File: src/hw/rtl/lts_pkg.sv
// lts_pkg: shared constants, status codes and controller/datapath interface types
// for the lower-triangular solver; no dependencies
package lts_pkg;

    // largest system the solution store holds
    localparam int MAX_ROWS = 1024;
    localparam int ROW_W    = (MAX_ROWS > 1) ? $clog2(MAX_ROWS) : 1;
    localparam int CNT_W    = ROW_W + 1;

    // fixed field widths
    localparam int DATA_W    = 32;
    localparam int ACC_W     = 64;
    localparam int ROW_IDX_W = 10;
    localparam int SIZE_W    = 11;
    localparam int FRAC_W    = 16;

    // divider runs one quotient bit per step
    localparam int DIV_STEPS = 32;
    localparam int STEP_W    = $clog2(DIV_STEPS);

    // result status codes
    typedef enum logic [1:0] {
        STATUS_OK        = 2'd0,
        STATUS_ZERO_DIAG = 2'd1,
        STATUS_SAT       = 2'd2
    } status_t;

    // commands from controller to datapath
    typedef struct packed {
        logic capture;   // take an input word
        logic mul;       // product of stored unknown and coefficient
        logic acc;       // saturating accumulate, advance column
        logic num;       // numerator b*2^16 - sum
        logic absval;    // magnitudes and sign of the quotient
        logic div_init;  // load remainder, overflow check
        logic div_step;  // one restoring division step
        logic finish;    // store unknown, load result, advance row
    } lts_cmd_t;

    // status from datapath to controller
    typedef struct packed {
        logic is_diag;   // incoming word is a diagonal
        logic mac_ok;    // incoming off-diagonal needs a multiply-accumulate
        logic out_free;  // result register can take a new word
    } lts_stat_t;

endpackage

File: src/hw/rtl/lts_ctrl.sv
// lts_ctrl: sequencing state machine of the lower-triangular solver
// depends on lts_pkg
module lts_ctrl (
    input  logic              clk,
    input  logic              rst_n,
    input  logic              in_valid,
    output logic              in_ready,
    input  lts_pkg::lts_stat_t stat,
    output lts_pkg::lts_cmd_t  cmd
);
    import lts_pkg::*;

    typedef enum logic [7:0] {
        ST_IDLE = 8'b0000_0001,
        ST_MUL  = 8'b0000_0010,
        ST_ACC  = 8'b0000_0100,
        ST_NUM  = 8'b0000_1000,
        ST_ABS  = 8'b0001_0000,
        ST_CHK  = 8'b0010_0000,
        ST_DIV  = 8'b0100_0000,
        ST_FIN  = 8'b1000_0000
    } state_t;

    state_t            state_reg;
    state_t            state_next;
    logic [STEP_W-1:0] step_reg;
    logic [STEP_W-1:0] step_next;

    assign in_ready = (state_reg == ST_IDLE);

    // next state and commands
    always_comb
    begin
        state_next = state_reg;
        step_next  = step_reg;
        cmd        = '0;
        unique case (state_reg)
            ST_IDLE:
            begin
                if (in_valid)
                begin
                    cmd.capture = 1'b1;
                    if (stat.is_diag)
                        state_next = ST_NUM;
                    else if (stat.mac_ok)
                        state_next = ST_MUL;
                end
            end
            ST_MUL:
            begin
                cmd.mul    = 1'b1;
                state_next = ST_ACC;
            end
            ST_ACC:
            begin
                cmd.acc    = 1'b1;
                state_next = ST_IDLE;
            end
            ST_NUM:
            begin
                cmd.num    = 1'b1;
                state_next = ST_ABS;
            end
            ST_ABS:
            begin
                cmd.absval = 1'b1;
                state_next = ST_CHK;
            end
            ST_CHK:
            begin
                cmd.div_init = 1'b1;
                step_next    = '0;
                state_next   = ST_DIV;
            end
            ST_DIV:
            begin
                cmd.div_step = 1'b1;
                step_next    = step_reg + STEP_W'(1);
                if (step_reg == STEP_W'(DIV_STEPS - 1))
                    state_next = ST_FIN;
            end
            ST_FIN:
            begin
                // wait for the result register to drain
                if (stat.out_free)
                begin
                    cmd.finish = 1'b1;
                    state_next = ST_IDLE;
                end
            end
            default:
            begin
                state_next = ST_IDLE;
            end
        endcase
    end

    // state registers
    always_ff @(posedge clk or negedge rst_n)
    begin
        if (!rst_n)
        begin
            state_reg <= ST_IDLE;
            step_reg  <= '0;
        end
        else
        begin
            state_reg <= state_next;
            step_reg  <= step_next;
        end
    end

endmodule

File: config.mk
export PLATFORM = sky130hd
export DESIGN_NAME = lts_ctrl
export DESIGN_NICKNAME = d
export VERILOG_FILES = /design/src/hw/rtl/lts_pkg.sv /design/src/hw/rtl/lts_ctrl.sv
export SDC_FILE = /design/constraint.sdc
export NUM_CORES = 1
export LEC_CHECK = 0
export ABC_AREA = 1
export BUFFER_PORTS_ARGS = -buffer_cell sky130_fd_sc_hd__buf_4
export CAP_MARGIN = 15
export CORE_MARGIN = 5
export CORE_UTILIZATION = 56
export CTS_CLUSTER_SIZE = 30
export DETAILED_ROUTE_END_ITERATION = 8
export PLACE_DENSITY = 0.81
export SLEW_MARGIN = 20
export SYNTH_ARGS = -nofsm -noshare
export SYNTH_HDL_FRONTEND = slang
export SYNTH_SLANG_ARGS = --single-unit
export TNS_END_PERCENT = 50
File: constraint.sdc
create_clock -name clk -period 2.1 [get_ports clk]
set_input_delay 0.42 -clock clk [delete_from_list [all_inputs] [get_ports clk]]
set_output_delay 0.42 -clock clk [all_outputs]
set_load 0.005 [all_outputs]
==> impl_metrics.env, run 1 <==
export IMPL_critPathCaptureType="primary output"
export IMPL_final_max_slew_viol_count=0
export IMPL_drive_gt1_share_pct=29.7
export IMPL_synth_nets=107
export IMPL_crit_chain="inv_1, nor2_1, nand2_1, nor2_4, inv_1, nor2_1, buf_4"
export IMPL_place_ws_ns=0.523
export IMPL_syn2layout_area_growth_pct=20.6
export IMPL_crit_reg2reg_launch="step_reg[0]"
export IMPL_period_needed_ns=1.88
export IMPL_synth_top_cell_area_share_pct=38.6
export IMPL_postCtsSetupRepairBufs=0
export IMPL_power_density_nw_per_um2=1030
export IMPL_crit_path_start="state_reg[0]"
export IMPL_final_antenna_net_count=0
export IMPL_synth_most_common_cell="nand2_1"
export IMPL_yosys_warnings=0
export IMPL_cpPeakStageDelay_ns=0.57
export IMPL_initial_utilization_pct=59.7
export IMPL_synthTopCellsByCount="nand2_1, nor2_1, inv_1, dfrtp_1, nand3_1"
export IMPL_synth_edf_count=0
export IMPL_detail_route_wirelength_um=1490
export IMPL_synth_avg_cell_area_um2=7.85
export IMPL_fmax_mhz=533
export IMPL_finalHoldViolations=0
export IMPL_syn_inst=99
export IMPL_clock_path_buffers=2
export IMPL_grt_pass1_vias=618
export IMPL_worstMarginPinSlew_ns=0.225
export IMPL_yosys_area_top_type="dfrtp_1"
export IMPL_final_cell_area_um2=937
export IMPL_cts_tree="built"
export IMPL_worstPathRequired_ns=1.68
export IMPL_run_status="completed"
export IMPL_synth_flop_cell="dfrtp_1"
export IMPL_drtIter0Drc=11
export IMPL_die_y_um=47.3
export IMPL_met2_wirelength_um=768
export IMPL_crit_arrival_ns=1.46
export IMPL_slew_headroom_pct=84.8
export IMPL_rrSetupSlack_ns=0.65
export IMPL_antenna_diode_count=0
export IMPL_first_pass_iters=4
export IMPL_finalSetupViolations=0
export IMPL_ctsResizeCount=0
export IMPL_std_cell_rows=13
export IMPL_yosys_top_cells_area="dfrtp_1, nand2_1, nor2_1, inv_1, nor2_4"
export IMPL_drc=0
export IMPL_finalWorstSetupSlack_ns=0.222
export IMPL_routabilityCongestion=0.770
export IMPL_yosysUniqueCellTypes=18
export IMPL_antenna_found_initial=0
export IMPL_start_kind="register"
export IMPL_finalCritPeriodShare_pct=89.4
export IMPL_async_flop_share_pct=100
export IMPL_m1WireLength_um=619
export IMPL_die_area_um2=2230
export IMPL_cp_max_fo=6
export IMPL_grtUsageTotal_pct=16.5
export IMPL_cts_buffers=3
export IMPL_clk_pin_slew_ns=0.08
export IMPL_grt_max_degree=14
export IMPL_io_pins=15
export IMPL_netlist_area_um2=777
export IMPL_drv_cap=0
export IMPL_hp_class="in -> reg"
export IMPL_reg2reg_depth=10
export IMPL_routed_via_density=4.85
export IMPL_power_mw=0.961
export IMPL_cts_sinks=13
export IMPL_largest_reg_flops=8
export IMPL_top_layer="met4"
export IMPL_leakagePower_nw=0.546
export IMPL_cts_max_level=1
export IMPL_clock_latency_ns=0.28
export IMPL_ir_drop_v=0.000655
export IMPL_cts_root_buffer="clkbuf_4"
export IMPL_fin_setup_tns_ns=0
export IMPL_ys_seq_area_share_pct=42.0
export IMPL_num_nets_final=127
export IMPL_portBuffers=14
export IMPL_skew_ns=0.00708
export IMPL_hold_path_depth=3
export IMPL_dpl_hpwl_um=1180
export IMPL_postPlaceCellArea_um2=901
export IMPL_die_w_um=47.3
export IMPL_wl_met3_um=77
export IMPL_cp_slowest_cell="dfstp_2"
export IMPL_worstSetupPathType="reg -> out"
export IMPL_hold_buffers=1
export IMPL_grt_overflow_total=0
export IMPL_via_count=645
export IMPL_core_um2=1300
export IMPL_synth_seq_cells=13
export IMPL_wl_per_cell_um=11.2
export IMPL_grt_pass1_wl_um=2560
export IMPL_rsz0062_at_grt="no"
export IMPL_worstHoldStart="stat[2]"
## power breakdown
group / internal (mW) / switching, mW
sequential: 0.304 / 0.0478
combinational: 0.176 / 0.277
clock: 0.0736 / 0.0826
total: 0.553 / 0.407
## routing by layer
metal	vias up	global-route usage, %
met1	285	21.2
met3	4	2.30
met4	0	8.29
met5	-	0
met2	16	27.0
li1	340	-
## path summary, 6_finish.rpt
check                          endpoint
max                              cmd[7]
min                        state_reg[3]
max reg2reg                state_reg[1]
min reg2reg                 step_reg[4]
max in group asynchronous  state_reg[0]
min in group asynchronous   step_reg[1]
## cell usage in the layout, fill, tap and decap left out
master and instances:
buf_4 14, nor2_8 1, dlygate4sd3_1 1, nor2_4 4, xor2_1 1, clkbuf_1 1
nor4_1 1, a22o_1 2, ha_1 2, nand2_2 4, nor2_2 4, nand3b_2 1
nor2_1 18, o21ai_1 4, dfstp_2 1, nand3_1 5, nand2_4 1, inv_2 2
clkbuf_4 3, inv_1 17, dfrtp_1 12, nand2_1 19
## stage by stage
step | hold WS [ns] | instances | util [%]
after detailed placement | 0.274 | 128 | 69.2
final | 0.390 | 133 | 72.0
after global routing | 0.402 | 133 | 72.0
after global placement | 0.271 | 128 | 69.2
after CTS | 0.384 | 133 | 72.0
after floorplan | 0.124 | 99 | -
## worst max-delay path: cells and delay by family (launching register included)
kind / cells / cell delay (ns)
buf+inv: 3 / 0.22
flops: 1 / 0.57
simple gates: 4 / 0.39
## area by class of cell
class                      instances  area [µm²]
sequential                        13         327
timing repair buffer              15         115
fill                             109         364
clock buffer                       4        26.3
inverter                          19        71.3
tap                               15        18.8
multi-input combinational         67         379
## cells by family after synthesis
| group | synth area share (%) |
|---|---|
| simple gates | 39.6 |
| xor+xnor | 1.13 |
| fa+ha+maj | 3.22 |
| buf+inv | 9.18 |
| flops | 42.0 |
| compound gates | 4.83 |
(Power assumes the default switching activity.)
==> run 2: changes to the inputs <==
--- a/config.mk
+++ b/config.mk
@@ -6,10 +6,11 @@
 export NUM_CORES = 1
 export LEC_CHECK = 0
 export ABC_AREA = 1
-export BUFFER_PORTS_ARGS = -buffer_cell sky130_fd_sc_hd__buf_4
+export BUFFER_PORTS_ARGS = -buffer_cell sky130_fd_sc_hd__buf_2
 export CAP_MARGIN = 15
 export CORE_MARGIN = 5
 export CORE_UTILIZATION = 56
+export CTS_CLUSTER_DIAMETER = 60
 export CTS_CLUSTER_SIZE = 30
 export DETAILED_ROUTE_END_ITERATION = 8
 export PLACE_DENSITY = 0.81
==> run 2 against run 1 <==
  * Critical path depth is the same
  * Register-to-register slack better by 0.04 ns
  * Setup slack gained 0.012 ns
  * Non-clock buffer count shrank 1
  * Global-route usage grew 0.41 points
  * Cell count is 0.75% lower
  * Power down 3.7%
  * Clock skew up 0.0022 ns
  * Routed wire length is 9.0% lower
  * Sequential share of layout area increased by 1.8 points
  * Hold slack got worse by 0.38 ns
  * Count of clock-buffer cells in the layout is the same
==> impl_metrics.env, run 2 (synthesized netlist as in run 1, its figures left out) <==
export IMPL_first_pass_iters=3
export IMPL_antenna_found_initial=0
export IMPL_period_needed_ns=1.87
export IMPL_internal_power_mw=0.530
export IMPL_final_max_slew_viol_count=0
export IMPL_place_ws_ns=0.536
export IMPL_skew_ns=0.00926
export IMPL_seq_power_share_pct=37.9
export IMPL_grt_overflow_total=0
export IMPL_rsz0062_at_grt="no"
export IMPL_layout_cells_non_filler=132
export IMPL_power_density_nw_per_um2=1040
export IMPL_finalWorstSetupSlack_ns=0.235
export IMPL_grtUsageTotal_pct=17.0
export IMPL_worstPathRequired_ns=1.68
export IMPL_io_pins=15
export IMPL_clkPwrFrac_pct=16.7
export IMPL_routed_via_density=4.83
export IMPL_dp_cells=128
export IMPL_detail_route_wirelength_um=1360
export IMPL_finalCritPeriodShare_pct=88.8
export IMPL_grt_pass1_vias=605
export IMPL_ctsResizeCount=0
export IMPL_postCtsSetupRepairBufs=0
export IMPL_via_count=637
export IMPL_crit_chain="inv_1, nor2_1, nand2_1, nor2_4, inv_1, nor2_1, buf_2"
export IMPL_start_kind="register"
export IMPL_clk_pin_slew_ns=0.08
export IMPL_grt_pass1_wl_um=2490
export IMPL_drc=0
export IMPL_clock_path_buffers=2
export IMPL_cpPeakStageDelay_ns=0.57
export IMPL_slew_headroom_pct=81.2
export IMPL_finalHoldViolations=0
export IMPL_rrSetupSlack_ns=0.69
export IMPL_comb_power_share_pct=45.4
export IMPL_grt_max_degree=14
export IMPL_hold_buffers=0
export IMPL_worstMarginPinSlew_ns=0.282
export IMPL_clock_latency_ns=0.28
export IMPL_portBuffers=14
export IMPL_num_nets_final=126
export IMPL_syn2layout_area_growth_pct=14.8
export IMPL_cts_root_buffer="clkbuf_4"
export IMPL_layout_cells_most_common="nand2_1"
export IMPL_finalSetupViolations=0
export IMPL_fillers=112
export IMPL_ir_drop_v=0.000584
export IMPL_run_status="completed"
export IMPL_die_y_um=47.3
export IMPL_core_um2=1300
export IMPL_critPathCaptureType="primary output"
export IMPL_cts_sinks=13
export IMPL_largest_reg_flops=8
export IMPL_fmax_mhz=536
export IMPL_cts_buffers=3
export IMPL_layout_common_cells="nand2_1, nor2_1, inv_1"
export IMPL_cp_max_fo=6
export IMPL_drv_cap=0
export IMPL_wl_per_cell_um=10.3
export IMPL_final_antenna_net_count=0
export IMPL_leakagePower_nw=0.537
export IMPL_drtIter0Drc=9
export IMPL_reg2reg_depth=10
export IMPL_die_area_um2=2230
export IMPL_die_w_um=47.3
export IMPL_final_util_pct=68.6
export IMPL_initial_utilization_pct=59.7
export IMPL_cp_slowest_cell="dfstp_2"
export IMPL_std_cell_rows=13
export IMPL_crit_arrival_ns=1.45
export IMPL_antenna_diode_count=0
export IMPL_hp_class="in -> async"
export IMPL_dpl_hpwl_um=1110
export IMPL_drive_gt1_share_pct=29.9
export IMPL_fin_setup_tns_ns=0
export IMPL_cts_max_level=1
export IMPL_p_switching_mw=0.395
export IMPL_worstSetupPathType="reg -> out"
export IMPL_power_mw=0.925
export IMPL_cts_tree="built"
export IMPL_routabilityCongestion=0.777
export IMPL_p_sw_share_pct=42.7
## run 2: power groups by stage
stage	sequential [mW]	combinational (mW)	clock (mW)
after global placement	0.352	0.415	0
after floorplan	0.348	0.331	0
after detailed placement	0.356	0.427	0
after global routing	0.357	0.495	0.177
final	0.351	0.420	0.154
after CTS	0.351	0.429	0.158
## run 2: final cells by class
class / instances / area, µm² / area share (%)
inverters: 19 / 71.3 / 7.99
clock buffers: 4 / 26.3 / 2.95
repair buffers: 14 / 70.1 / 7.85
flip-flops and latches: 13 / 327 / 36.6
multi-input cells: 67 / 379 / 42.5
well taps: 15 / 18.8 / 2.10
## run 2: per-layer routing
| layer | GRT usage (%) | vias to the layer above | share of wire, % |
|---|---|---|---|
| met3 | 6.13 | 5 | 6.3 |
| met4 | 11.0 | 0 | 2.3 |
| met2 | 25.7 | 14 | 48 |
| met5 | 0 | - | 0 |
| li1 | - | 337 | - |
| met1 | 20.1 | 281 | 43 |
## run 2: critical path, delay by kind of cell (launching register included)
kind,cells,cell delay (ns)
DFF,1,0.57
and+or+nand+nor,4,0.37
buffers and inverters,3,0.23
## run 2: metrics by stage
stage	area, µm²	hold slack, ns
after floorplan	777	0.124
after global placement	866	0.317
after detailed placement	866	0.318
after CTS	892	0.0176
after global routing	892	0.0132
final	892	0.00543
## run 2: path summary, 6_finish.rpt
path	start	end
max in group asynchronous	rst_n	state_reg[0]
min in group clk	stat[2]	state_reg[3]
hold / removal	rst_n	step_reg[3]
setup / recovery	state_reg[0]	cmd[7]
hold reg to reg	step_reg[4]	step_reg[4]
setup reg to reg	step_reg[0]	state_reg[3]
